**src/rtl/cbf_pkg.sv**
```systemverilog
// ----------------------------------------------------------------------------
// cbf_pkg: shared definitions of the cubic Bezier flattener
// Widths, register defaults, datapath operation codes and the command and
// status structs passed between the controller and the datapath.
// ----------------------------------------------------------------------------
`default_nettype none

package cbf_pkg;

    localparam int COORD_W               = 32;
    localparam int CNT_W                 = 11;
    localparam int LEN_W                 = 25;
    localparam int SQ_W                  = 66;
    localparam int ROOT_W                = 33;
    localparam int SREM_W                = 35;
    localparam int TOTAL_W               = 35;
    localparam int SQRT_STEPS            = 33;
    localparam int QDIV_STEPS            = 35;
    localparam int PDIV_STEPS            = 32;
    localparam int STEP_W                = 6;
    localparam int MIN_SEGMENT_STEPS     = 6;
    localparam int SEG_STEPS_CAP_DEFAULT = 64;
    localparam int IN_DATA_W             = 6 * COORD_W;
    localparam int OUT_DATA_W            = 2 * COORD_W;
    localparam int APB_ADDR_W            = 3;
    localparam int APB_DATA_W            = 32;

    localparam logic [CNT_W-1:0] POINT_LIMIT_RESET = CNT_W'(1024);
    localparam logic [LEN_W-1:0] STEP_LENGTH_RESET = LEN_W'(196608);

    localparam logic REG_POINT_LIMIT = 1'b0;
    localparam logic REG_STEP_LENGTH = 1'b1;

    localparam logic CMD_START   = 1'b0;
    localparam logic CMD_SEGMENT = 1'b1;

    typedef enum logic [4:0] {
        OP_NONE,
        OP_LOAD,
        OP_SQ_X,
        OP_SQ_Y,
        OP_SQRT_STEP,
        OP_EDGE_ADD,
        OP_DIV_INIT,
        OP_DIV_STEP,
        OP_N_SET,
        OP_N_SQ,
        OP_N_CUBE,
        OP_W_SQ,
        OP_W_MUL,
        OP_TERM,
        OP_ACC,
        OP_PDIV_INIT,
        OP_PDIV_STEP,
        OP_EMIT_PT,
        OP_EMIT_START,
        OP_FINISH
    } op_t;

    typedef struct packed {
        op_t        op;
        logic [1:0] edge_sel;
        logic [1:0] term;
    } cmd_t;

    typedef struct packed {
        logic j_eq_n;
    } sts_t;

endpackage

`default_nettype wire

```
**src/rtl/cbf_ctrl.sv**
```systemverilog
// ----------------------------------------------------------------------------
// cbf_ctrl: sequencer of the cubic Bezier flattener
// Steps the datapath through edge lengths, step count and one blend per
// point; owns the point count and the output valid and last flags.
// ----------------------------------------------------------------------------
`default_nettype none

module cbf_ctrl
    import cbf_pkg::*;
(
    input  wire logic             clk,
    input  wire logic             rst_n,
    input  wire logic             in_valid,
    input  wire logic             in_cmd,
    output      logic             in_ready,
    input  wire logic             out_ready,
    output      logic             out_valid,
    output      logic             out_last,
    input  wire logic [CNT_W-1:0] point_limit,
    input  wire sts_t             sts,
    output      cmd_t             cmd
);

    typedef enum logic [4:0] {
        S_IDLE, S_START, S_SQX, S_SQY, S_SQRT, S_EADD, S_DIVI, S_DIV,
        S_NSET, S_NSQ, S_NCUBE, S_PCHK, S_WSQ, S_WMUL, S_TERM, S_ACC,
        S_PDI, S_PDIV, S_EMIT, S_FIN
    } state_t;

    state_t           state_reg;
    logic [STEP_W-1:0] step_reg;
    logic [1:0]       edge_reg, term_reg;
    logic [CNT_W-1:0] count_reg;
    logic             out_valid_reg, out_last_reg;
    logic             accept, out_free, last_pt, emit_now;

    assign in_ready = (state_reg == S_IDLE);
    assign accept   = in_valid && in_ready;
    assign out_free = !out_valid_reg || out_ready;
    assign last_pt  = sts.j_eq_n || (CNT_W'(count_reg + 1'b1) == point_limit);
    assign emit_now = (cmd.op == OP_EMIT_PT) || (cmd.op == OP_EMIT_START);

    always_comb
    begin
        cmd.op       = OP_NONE;
        cmd.edge_sel = edge_reg;
        cmd.term     = term_reg;
        unique case (state_reg)
            S_IDLE:  cmd.op = accept ? OP_LOAD : OP_NONE;
            S_START:
            begin
                if (point_limit == '0)
                begin
                    cmd.op = OP_FINISH;
                end
                else if (out_free)
                begin
                    cmd.op = OP_EMIT_START;
                end
            end
            S_SQX:   cmd.op = OP_SQ_X;
            S_SQY:   cmd.op = OP_SQ_Y;
            S_SQRT:  cmd.op = OP_SQRT_STEP;
            S_EADD:  cmd.op = OP_EDGE_ADD;
            S_DIVI:  cmd.op = OP_DIV_INIT;
            S_DIV:   cmd.op = OP_DIV_STEP;
            S_NSET:  cmd.op = OP_N_SET;
            S_NSQ:   cmd.op = OP_N_SQ;
            S_NCUBE: cmd.op = OP_N_CUBE;
            S_PCHK:  cmd.op = OP_NONE;
            S_WSQ:   cmd.op = OP_W_SQ;
            S_WMUL:  cmd.op = OP_W_MUL;
            S_TERM:  cmd.op = OP_TERM;
            S_ACC:   cmd.op = OP_ACC;
            S_PDI:   cmd.op = OP_PDIV_INIT;
            S_PDIV:  cmd.op = OP_PDIV_STEP;
            S_EMIT:  cmd.op = out_free ? OP_EMIT_PT : OP_NONE;
            S_FIN:   cmd.op = OP_FINISH;
            default: cmd.op = OP_NONE;
        endcase
    end

    always_ff @(posedge clk or negedge rst_n)
    begin
        if (!rst_n)
        begin
            state_reg     <= S_IDLE;
            step_reg      <= '0;
            edge_reg      <= '0;
            term_reg      <= '0;
            count_reg     <= '0;
            out_valid_reg <= 1'b0;
            out_last_reg  <= 1'b0;
        end
        else
        begin
            // a new point replaces a taken one in the same cycle
            if (emit_now)
            begin
                out_valid_reg <= 1'b1;
            end
            else if (out_valid_reg && out_ready)
            begin
                out_valid_reg <= 1'b0;
            end
            unique case (state_reg)
                S_IDLE:
                begin
                    edge_reg <= '0;
                    if (accept)
                    begin
                        state_reg <= (in_cmd == CMD_START) ? S_START : S_SQX;
                    end
                end
                S_START:
                begin
                    if (point_limit == '0)
                    begin
                        count_reg <= '0;
                        state_reg <= S_IDLE;
                    end
                    else if (out_free)
                    begin
                        count_reg    <= CNT_W'(1);
                        out_last_reg <= 1'b1;
                        state_reg    <= S_IDLE;
                    end
                end
                S_SQX:   state_reg <= S_SQY;
                S_SQY:
                begin
                    step_reg  <= '0;
                    state_reg <= S_SQRT;
                end
                S_SQRT:
                begin
                    step_reg <= step_reg + 1'b1;
                    if (step_reg == STEP_W'(SQRT_STEPS - 1))
                    begin
                        state_reg <= S_EADD;
                    end
                end
                S_EADD:
                begin
                    edge_reg  <= edge_reg + 1'b1;
                    state_reg <= (edge_reg == 2'd2) ? S_DIVI : S_SQX;
                end
                S_DIVI:
                begin
                    step_reg  <= '0;
                    state_reg <= S_DIV;
                end
                S_DIV:
                begin
                    step_reg <= step_reg + 1'b1;
                    if (step_reg == STEP_W'(QDIV_STEPS - 1))
                    begin
                        state_reg <= S_NSET;
                    end
                end
                S_NSET:  state_reg <= S_NSQ;
                S_NSQ:   state_reg <= S_NCUBE;
                S_NCUBE: state_reg <= S_PCHK;
                S_PCHK:  state_reg <= (count_reg < point_limit) ? S_WSQ : S_FIN;
                S_WSQ:   state_reg <= S_WMUL;
                S_WMUL:
                begin
                    term_reg  <= '0;
                    state_reg <= S_TERM;
                end
                S_TERM:
                begin
                    term_reg <= term_reg + 1'b1;
                    if (term_reg == 2'd3)
                    begin
                        state_reg <= S_ACC;
                    end
                end
                S_ACC:   state_reg <= S_PDI;
                S_PDI:
                begin
                    step_reg  <= '0;
                    state_reg <= S_PDIV;
                end
                S_PDIV:
                begin
                    step_reg <= step_reg + 1'b1;
                    if (step_reg == STEP_W'(PDIV_STEPS - 1))
                    begin
                        state_reg <= S_EMIT;
                    end
                end
                S_EMIT:
                begin
                    if (out_free)
                    begin
                        count_reg    <= count_reg + 1'b1;
                        out_last_reg <= last_pt;
                        state_reg    <= last_pt ? S_FIN : S_WSQ;
                    end
                end
                S_FIN:   state_reg <= S_IDLE;
                default: state_reg <= S_IDLE;
            endcase
        end
    end

    assign out_valid = out_valid_reg;
    assign out_last  = out_last_reg;

    a_emit_below_limit: assert property (@(posedge clk) disable iff (!rst_n)
        (cmd.op == OP_EMIT_PT) |-> (count_reg < point_limit))
        else $error("point emitted at or beyond the point limit");

    a_accept_leaves_idle: assert property (@(posedge clk) disable iff (!rst_n)
        accept |=> !in_ready)
        else $error("input taken without starting work");

    a_last_at_final_step: assert property (@(posedge clk) disable iff (!rst_n)
        (cmd.op == OP_EMIT_PT && sts.j_eq_n) |=> (out_valid && out_last))
        else $error("final step of a segment not flagged last");

    a_no_overwrite: assert property (@(posedge clk) disable iff (!rst_n)
        (out_valid && !out_ready) |-> (cmd.op != OP_EMIT_PT && cmd.op != OP_EMIT_START))
        else $error("output register overwritten while held");

endmodule

`default_nettype wire

```
**config.mk**
```make
export PLATFORM = sky130hd
export DESIGN_NAME = cbf_ctrl
export DESIGN_NICKNAME = d
export VERILOG_FILES = /design/src/rtl/cbf_pkg.sv /design/src/rtl/cbf_ctrl.sv
export SDC_FILE = /design/constraint.sdc
export NUM_CORES = 1
export LEC_CHECK = 0
export ABC_CLOCK_PERIOD_IN_PS = 2950
export BUFFER_PORTS_ARGS = -buffer_cell sky130_fd_sc_hd__buf_2
export CORE_ASPECT_RATIO = 0.7
export CORE_UTILIZATION = 35
export DETAILED_ROUTE_END_ITERATION = 7
export GPL_ROUTABILITY_DRIVEN = 1
export PLACE_DENSITY = 0.48
export SLEW_MARGIN = 10
export SYNTH_ARGS = -nofsm -noshare
export SYNTH_HDL_FRONTEND = slang
export SYNTH_SLANG_ARGS = --single-unit
export TNS_END_PERCENT = 5
```
**constraint.sdc**
```tcl
create_clock -name clk -period 2.95 [get_ports clk]
set_clock_uncertainty 0.1 [all_clocks]
set_input_delay 0.1475 -clock clk [delete_from_list [all_inputs] [get_ports clk]]
set_output_delay 0.1475 -clock clk [all_outputs]
set_load 0.005 [all_outputs]
```
Word level (Yosys, flattened, before mapping)
Index checks and enable logic that the tools add are counted.
Widths: inputs -> output; s select.

storage, ports and cells
  flip-flop bits (word level) = 28
  input bits = 17
  output and inout port bits = 12
  logic and storage cells = 97

cells by class
  add/subtract/negate cells = 4
  order comparisons = 1
  eq/ne operators = 36
  multiplexer cells = 31
  reduce and logical (&&, ||, !) cells = 18

operators with widths
  kind                   number
  $pmux 5 s19            2
  $mux 5                 13
  $eq 5x4->1 const B     8
  $mux 11                3
  $eq 5x5->1 const B     6
  $pmux 11 s2            1
  $eq 5x3->1 const B     4
  $ne 2x2->1 const B     7
  $eq 6x6->1 const B     2
  $pmux 6 s2             1
  $add 11x1->11 const B  1
  $eq 11x11->1           1
  $logic_not 11->1       1
  $lt 11x11->1           1
  $eq 5x2->1 const B     2
  $reduce_bool 2->1      5
  $pmux 2 s2             2
  $reduce_and 7->1       1
  $add 6x1->6 const B    1
  $eq 6x5->1 const B     1
  $mux 1                 6
  $reduce_or 3->1        2
  $eq 5x1->1 const B     1
  $logic_not 5->1        1
  12 further kinds       17

Depth between registers and ports, before layout
Gate-level depths: netlist of the first run.

  depth after elaboration = 8
  gate-level depth with buffers = 8
  mapped depth without buffers = 8

Worst setup path after synthesis of the first run
Ideal clock, no wire load.

  path type = reg2reg
  start point = reg count_reg[0]
  end point = reg state_reg[0]
  library setup time = 0.087 ns
  data arrival time = 2.102 ns
  data required time = 2.763 ns
  path slack = 0.661 ns
  stages on the path, launching flop included = 8
  buffers on the path = 0
  clock period less this slack = 2.289 ns
  cells stage by stage = dfrtp_1 > ha_1 > and2_2 > and4_1 > xnor2_1 > nand4b_1 > or4_4 > a32oi_1

between the ends
  longest elaborated chain between the ends = 6
  elaborated cells on any way between the ends = 8
  those cells by class = add/sub: 1; order compare: 1; eq/ne: 1; mux: 4; reduce/logical: 1

RTL lines
  what                      line             text
  start: declaration        cbf_ctrl.sv:33   logic [CNT_W-1:0] count_reg;
  start signal: assignment  cbf_ctrl.sv:197  count_reg <= count_reg + 1'b1;
  $add 11x1->11             cbf_ctrl.sv:40   assign last_pt = sts.j_eq_n || (CNT_W'(count_reg + 1'b1) == point_limit);
  $eq 11x11->1              cbf_ctrl.sv:40
  $logic_or 1x1->1          cbf_ctrl.sv:40
  $mux 5                    cbf_ctrl.sv:199  state_reg <= last_pt ? S_FIN : S_WSQ;
  $mux 5                    cbf_ctrl.sv:195  if (out_free)
  $pmux 5 s19 (*)           cbf_ctrl.sv:106  unique case (state_reg)
  end signal: assignment    cbf_ctrl.sv:112  state_reg <= (in_cmd == CMD_START) ? S_START : S_SQX;
  end signal: assignment    cbf_ctrl.sv:146  state_reg <= (edge_reg == 2'd2) ? S_DIVI : S_SQX;
  end signal: assignment    cbf_ctrl.sv:199
  end: declaration          cbf_ctrl.sv:30   state_t state_reg;

Mark *: on every way between the ends. The rest lies on a longest branch, timed or not. The select of a mux whose other input is x is not followed.
A chain may end at the register's enable or synchronous reset.

Final worst setup path of the first run
Ends and elaborated chain as after synthesis.

==> results of run 1 <==
## how the worst min path moves through the flow
stage / startpoint / to
3_3_place_gp: rst_n / count_reg[2]
2_1_floorplan: rst_n / count_reg[0]
5_1_grt: sts / state_reg[4]
6_report: sts / state_reg[4]
3_5_place_dp: rst_n / count_reg[1]
4_1_cts: sts / state_reg[4]
## area by class of cell
class / count / area share (%)
inverter: 19 / 2.48
timing repair buffer: 39 / 7.82
multi-input combinational: 272 / 59.8
sequential: 28 / 24.3
tap: 94 / 4.09
clock buffer: 3 / 1.43
## through the flow
| stage | instances | setup WS, ns | util (%) | instance area [µm²] | hold slack, ns |
|---|---|---|---|---|---|
| after floorplan | 337 | 0.661 | - | 2570 | -0.248 |
| after global placement | 451 | 0.549 | 40.9 | 2830 | 0.143 |
| after global routing | 455 | 0.323 | 41.6 | 2880 | 0.129 |
| final | 455 | 0.450 | 41.6 | 2880 | 0.123 |
| after CTS | 455 | 0.479 | 41.6 | 2880 | 0.115 |
| after detailed placement | 451 | 0.507 | 40.9 | 2830 | 0.142 |
## power by group through the flow
stage                     combinational (mW)  clock, mW  sequential (mW)
final                                  0.836      0.210            0.490
after global routing                   0.935      0.237            0.498
after CTS                              0.832      0.224            0.489
after detailed placement               0.827          0            0.494
after global placement                 0.837          0            0.501
after floorplan                        0.549          0            0.471
## per-layer routing
| metal | wire, µm | up-vias |
|---|---|---|
| met1 | 4280 | 1160 |
| met4 | 27 | 0 |
| li1 | - | 1278 |
| met5 | 0 | - |
| met2 | 2870 | 65 |
| met3 | 317 | 2 |
## synth_stat cells (all sizes together) (6+ instances only)
cell    count
xnor2       9
xor2        8
nor3       14
nand2b      7
dfrtp      28
nor2b       8
inv        18
and3        7
buf         8
nand2      29
ha         17
nand3      13
nor2       31
a21oi      13
o21ai      35
a31oi       6
o31ai       9
clkbuf     10
## worst max-delay path: cells and delay by family, from the launching register on
family                     cells  cell delay (ns)
AOI/OAI and AO/OA              1             0.21
xor gates and xnor gates       1             0.13
and+or+nand+nor                4             1.27
DFF                            1             0.44
adders and majority gates      1             0.28
## cell families (layout without fill, tap and decap cells)
group / count (synthesis) / in the layout
AND/OR/NAND/NOR: 139 / 139
flip-flops: 28 / 28
buffers and inverters: 37 / 61
AO/OA/AOI/OAI: 99 / 99
adder cells (fa/ha/maj): 17 / 17
XOR/XNOR: 17 / 17
## cell usage in the layout, fill, tap and decap left out, types with 2 or more instances in the layout
| master | netlist | final |
|---|---|---|
| o21ai_0 | 34 | 34 |
| clkbuf_8 | 0 | 3 |
| buf_4 | 0 | 10 |
| o22ai_1 | 5 | 5 |
| a31oi_1 | 6 | 6 |
| a22o_1 | 3 | 3 |
| nand2_1 | 29 | 29 |
| nor3_1 | 14 | 14 |
| o211ai_1 | 3 | 3 |
| inv_1 | 18 | 18 |
| dfrtp_1 | 28 | 28 |
| o31ai_1 | 9 | 9 |
| ha_1 | 17 | 17 |
| nand3_1 | 13 | 13 |
| a211o_1 | 2 | 2 |
| a21oi_1 | 13 | 13 |
| a22oi_1 | 2 | 2 |
| nand4_1 | 5 | 5 |
| nor4bb_1 | 2 | 2 |
| or2_2 | 3 | 3 |
| a221oi_1 | 2 | 2 |
| xor2_1 | 8 | 8 |
| nor2_1 | 30 | 30 |
| a211oi_1 | 3 | 3 |
| xnor2_1 | 9 | 9 |
| o21a_1 | 4 | 4 |
| nand2b_1 | 7 | 7 |
| and3_1 | 6 | 6 |
| and4_1 | 2 | 2 |
| a21o_1 | 3 | 3 |
| nor2b_1 | 8 | 8 |
| buf_2 | 4 | 28 |
| nor4_1 | 5 | 5 |
| a21boi_0 | 2 | 2 |
| or3_1 | 3 | 3 |
| nand3b_1 | 2 | 2 |
| a41oi_1 | 2 | 2 |
==> metrics.md, run 1 <==
| Metric | Value |
|---|---|
| Kind of critical path | `reg -> reg` |
| Clock Latency Late Sink | `0.27 ns` |
| Hold Fails Final Rpt | `0` |
| Vias | `about 2.5k` |
| Slowest stage cell on the critical path | `or4_4` |
| Fill cells | `just over 700` |
| Grt peak-use layer | `met1` |
| Hold crit path type | `in -> reg` |
| Drt initial violations | `~280` |
| Setup_tns | `0 ns` |
| Clk network pwr share | `13.7%` |
| Post-Synth Adder-Cell Area | `approximately 8.3%` |
| Status | `complete, no violations` |
| Number of global-route vias before repair | `between 2k and 2.5k` |
| Final setup viols | `0` |
| Tmin final | `roughly 2.5 ns` |
| Share of the synthesized area in the top cell type | `27.3%` |
| H-Tree Depth | `1` |
| Initial Util | `37.1%` |
| Syn_nets | `371` |
| Routed Antenna Nets | `0` |
| Layout Area Growth over Synthesis | `12.1%` |
| Met1 usage | `approximately a third` |
| Initial antenna violation count | `0` |
| Measured slew at the worst slew-check pin | `0.703 ns` |
| Hold-fix buffers at CTS | `1` |
| CTS tree | `built` |
| Post-synthesis compound-gate area fraction | `24.7%` |
| First-pass GRT wire length | `12.1 mm` |
| Post-CTS setup buffers | `0` |
| Die W | `roughly 100 µm` |
| Port-buffer cells | `28` |
| Worst Setup SP | `count_reg[0]` |
| # diodes | `0` |
| Launching point of the worst reg2reg path | `count_reg[0]` |
| Critical Path Sink | `state_reg[0]` |
| Register share of total power | `a little under a third` |
| Post-synthesis sequential area ratio | `27.3%` |
| Reg clk slew, reported paths | `0.10 ns` |
| Largest family of logic cells by synthesized area | `simple AND/OR/NAND/NOR gates` |
| Final period utilization | `a little over four fifths` |
| RSZ-0062 raised after global routing | `no` |
| FFs w/ async S/R, synth | `100%` |
| Maximum vdd ir drop | `approximately 0.24 mV` |
| DRC viols | `0` |
| Synth Area in XOR/XNOR | `a little under 6%` |
| Comb pwr share | `54.4%` |
| Clock sinks | `28` |
| Post-Synth Simple-Gate Area | `28.4%` |
| CP startpoint kind | `flip-flop` |
| Switching portion of total power | `a little under half` |
| Worst path max stage delay | `0.56 ns` |
| Post-synth EDFFs | `0` |
| Layout cells sized above 1 | `14.4%` |
| Core area | `around 6900 µm²` |
| Required @ worst endpoint | `3.05 ns` |
| FF-to-FF End | `state_reg[0]` |
| P_int | `0.839 mW` |
| Area of the multi-input gates | `1720 µm²` |
| CTS Buffer Depth | `2` |
| Primary FF master, synth | `dfrtp_1` |
| Critical path cell sequence | `ha_1, and2_2, and4_1, xnor2_1, nand4b_1, or4_4, a32oi_1` |
| Max frequency | `roughly 0.40 GHz` |
| R2r setup slk | `0.45 ns` |
| M2 GR Usage | `27.3%` |
| DR vias/cell | `5.51` |
| Die Area | `7690 µm²` |
| Reg2Reg Depth | `7` |
| PD cells | `533 nW/µm²` |
| Slew HR | `53.1%` |
| Synth cell types | `54` |
| Met3 usage | `3.02%` |
| Num CTS Buffers | `3` |
| P_sw | `0.696 mW` |
| DP Wirelength | `5.79 mm` |
| Largest net degree at the start of global routing | `31` |
| Slew Viols, Final | `0` |
| Largest register FFs | `11` |
| Critical Path AT | `2.60 ns` |
| Clock root buffer | `clkbuf_8` |
| Reg area | `701 µm²` |
| Synthesized instance count | `337` |
| Nets | `roughly 400` |
| Die Height | `approximately 74 µm` |
| Synth area leader | `dfrtp_1` |
| Hold depth | `3` |
| Worst setup EP type | `flip-flop` |
| Io pins | `29` |
| Routed WL | `7.50 mm` |
| Design Power | `1.54 mW` |
| Mapped Area | `2570 µm²` |
| Mean routed wirelength per cell | `16.5 µm` |
| # rows | `25` |
| Mux cell area share after synthesis | `0%` |
| Synth Area per Inst | `7.62 µm²` |
| Crit path max fanout | `6` |
| Final Wtd Congestion | `0.899` |
| YS warnings | `0` |
| #FFs+latches synth | `28` |
| Max-cap violations | `0` |
| Global route overflow | `0` |
| Synth top area cells | `dfrtp_1, ha_1, o21ai_0` |
| GRT Total Usage | `20.4%` |
| Drt pass-1 iters | `4` |
| LEAKAGE | `1.29 nW` |
| Post-CTS sizing | `0` |
Note: power is estimated with default switching activity, not from simulation.
==> inputs of run 2 (changes only) <==
ABC_CLOCK_PERIOD_IN_PS = 2100   (was 2950)
PLACE_DENSITY = 0.5   (was 0.48)
clock period = 2.1 ns   (was 2.95 ns; I/O delays follow)
==> run 2 against run 1 <==
  * The flow now finishes with violations (negative setup slack)
  * Register-to-register slack lost 0.53 ns
  * Critical path depth unchanged
  * Worst setup slack got worse by 0.53 ns
  * Largest cell class unchanged
==> metrics.md, run 2 (synthesis gave the netlist of run 1 again) <==
| Metric | Value |
|---|---|
| Largest register FFs | `11 (unchanged)` |
| Design Power | `2.64 mW (+72%)` |
| Grt peak-use layer | `met1` |
| Final Wtd Congestion | `0.840 (-6.5%)` |
| Final worst setup slack | `-0.0828 ns (-0.533 ns)` |
| Mean routed wirelength per cell | `16.0 µm (-2.7%)` |
| Drt pass-1 iters | `4 (unchanged)` |
| DRC viols | `0 (unchanged)` |
| CTS tree | `built` |
| Layout Area Growth over Synthesis | `44.2%` |
| # rows | `25 (unchanged)` |
| DR vias/cell | `5.45 (-1.0%)` |
| Comb pwr share | `57.8% (+3.4 points)` |
| Required @ worst endpoint | `2.21 ns (-0.84 ns)` |
| # diodes | `0 (unchanged)` |
| Setup_tns | `-0.272 ns (-0.272 ns)` |
| Most frequent cells in the layout | `buf_4, o21ai_0, nand2_1, nor2_1, buf_2` |
| Slew Viols, Final | `0 (unchanged)` |
| Tmin final | `2.18 ns (-0.317 ns)` |
| Status | `complete, but fails checks` |
| Maximum vdd ir drop | `0.508 mV (+110%)` |
| Failing checks | `negative setup slack` |
| Most common cell after layout, fill and taps aside | `buf_4` |
| RSZ-0062 raised after global routing | `yes` |
| Global route overflow | `0 (unchanged)` |
| Die Height | `73.7 µm (unchanged)` |
| Largest net degree at the start of global routing | `32 (+3.2%)` |
| CTS Buffer Depth | `2 (unchanged)` |
| Clock root buffer | `clkbuf_8` |
| P_int | `1.54 mW (+83%)` |
| Clk network pwr share | `17.0% (+3.3 points)` |
| R2r setup slk | `-0.08 ns (-0.53 ns)` |
| Final setup viols | `6 (+6)` |
| Final period utilization | `104% (+19 points)` |
| Worst setup EP type | `flip-flop` |
| Met3 usage | `3.73% (+0.71 points)` |
| P_sw | `1.10 mW (+58%)` |
| Critical path cell sequence | `ha_4, and2_4, and4_4, xnor2_1, nand4b_1, or4_4, a32oi_1` |
| Critical Path AT | `2.29 ns (-0.31 ns)` |
| Measured slew at the worst slew-check pin | `0.675 ns (-0.0282 ns)` |
| DP Wirelength | `6.25 mm (+8.1%)` |
| Routed Antenna Nets | `0 (unchanged)` |
| First-pass GRT wire length | `13.7 mm (+13%)` |
| Max-cap violations | `0 (unchanged)` |
| Port-buffer cells | `28 (unchanged)` |
| H-Tree Depth | `1 (unchanged)` |
| Delay-heaviest family, CP | `simple AND/OR/NAND/NOR gates` |
| Reg clk slew, reported paths | `0.11 ns (about the same)` |
| Routed WL | `8.31 mm (+11%)` |
| Kind of critical path | `reg -> reg` |
| Die W | `104 µm (unchanged)` |
| Worst Path Buf+Inv | `0 (unchanged)` |
| Vias | `2823 (+13%)` |
| Max frequency | `0.458 GHz (+15%)` |
| M2 GR Usage | `32.1% (+4.8 points)` |
| Num CTS Buffers | `3 (unchanged)` |
| Drt initial violations | `231 (-18%)` |
| Initial antenna violation count | `0 (unchanged)` |
| GRT Total Usage | `22.7% (+2.3 points)` |
| Fin area | `3700 µm² (+29%)` |
| Slew HR | `55.0% (+1.9 points)` |
| Reg area | `703 µm² (+0.36%)` |
| Layout cells sized above 1 | `35.4% (+21 points)` |
| LEAKAGE | `1.66 nW (+29%)` |
| Io pins | `29 (unchanged)` |
| CP startpoint kind | `flip-flop` |
| Nets | `459 (+16%)` |
| Core area | `6910 µm² (unchanged)` |
| PD cells | `712 nW/µm² (+33%)` |
| Initial Util | `37.1% (unchanged)` |
| Worst path max stage delay | `0.52 ns (-0.04 ns)` |
| Hold crit path type | `in -> reg` |
| Clock Latency Late Sink | `0.28 ns (about the same)` |
| Met1 usage | `35.8% (+2.0 points)` |
| Die Area | `7690 µm² (unchanged)` |
| Slowest stage cell on the critical path | `or4_4` |
| Switching portion of total power | `41.7% (-3.6 points)` |
| Area of the multi-input gates | `1980 µm² (+15%)` |
| Hold Fails Final Rpt | `0 (unchanged)` |
| Crit path max fanout | `4 (-2)` |
| Clock sinks | `28 (unchanged)` |
| Register share of total power | `25.3% (-6.6 points)` |
| Number of global-route vias before repair | `2655 (+16%)` |
| Fill cells | `663 (-8.3%)` |
| DP Area | `3320 µm² (+17%)` |
[run 2: cell count changes in the layout (fill, tap and decap cells not counted), moves of 3 or more]
cell	delta
buf_4	+55
buf_12	+5
o31ai_1	-5
o31ai_2	+4
ha_1	-3
ha_4	+3
nor3_1	-3
nor3_2	+3
nor4_1	-3
nor4_2	+3
[run 2: what timing repair did]
action	4_1_cts	5_1_grt
endpoints found under the setup margin	7	9
gates resized for setup	30	16
hold buffers	1	0
hold endpoints to repair	28	0
gates cloned	0	0
pin swaps	18	3
setup buffers	9	0
[run 2: power groups by stage]
| stage | Clock, mW | Combinational, mW | Sequential [mW] |
|---|---|---|---|
| after floorplan | 0 | 0.783 | 0.662 |
| after global placement | 0 | 1.39 | 0.664 |
| after detailed placement | 0 | 1.39 | 0.668 |
| after CTS | 0.462 | 1.45 | 0.657 |
| after global routing | 0.478 | 1.68 | 0.676 |
| final | 0.447 | 1.52 | 0.666 |
[run 2: cell type report]
cell class | instances | share of cell area (%)
Sequential cell | 28 | 19.0
Timing Repair Buffer | 101 | 20.5
Inverter | 19 | 1.93
Multi-Input combinational cell | 272 | 53.4
Clock buffer | 3 | 1.11
Tap cell | 94 | 3.18
Clock inverter | 1 | 0.811
[run 2: path summary, 6_finish.rpt]
kind / startpoint / end / cells past startpoint
worst max-delay path: count_reg[1] / state_reg[0] / 7
worst min register to register: step_reg[5] / step_reg[5] / 1
max in group asynchronous: rst_n / count_reg[2] / 2
worst max register to register: count_reg[1] / state_reg[0] / 7
min in group asynchronous: rst_n / out_last / 2
worst min-delay path: sts / state_reg[4] / 3
[run 2: worst min-delay path, cell delays in order]
cell,delay [ns]
buf_2,0.13
a22oi_2,0.10
nand4_1,0.07
[run 2: routing by layer]
metal  up-vias  part of all wire [%]
met5         -                     0
met4         0                  0.99
met3         8                   6.2
met2        74                    40
met1      1329                    52
li1       1412                     -
[run 2: through the flow]
| stage | instances | utilization (%) | setup slack, ns | hold slack, ns |
|---|---|---|---|---|
| final | 518 | 53.6 | -0.0828 | 0.0555 |
| after global routing | 518 | 53.6 | -0.191 | 0.0614 |
| after CTS | 518 | 52.5 | -0.0787 | 0.0459 |
| after detailed placement | 506 | 48.0 | -0.224 | 0.0941 |
| after global placement | 506 | 48.0 | -0.166 | 0.0971 |
| after floorplan | 337 | - | -0.0834 | -0.291 |
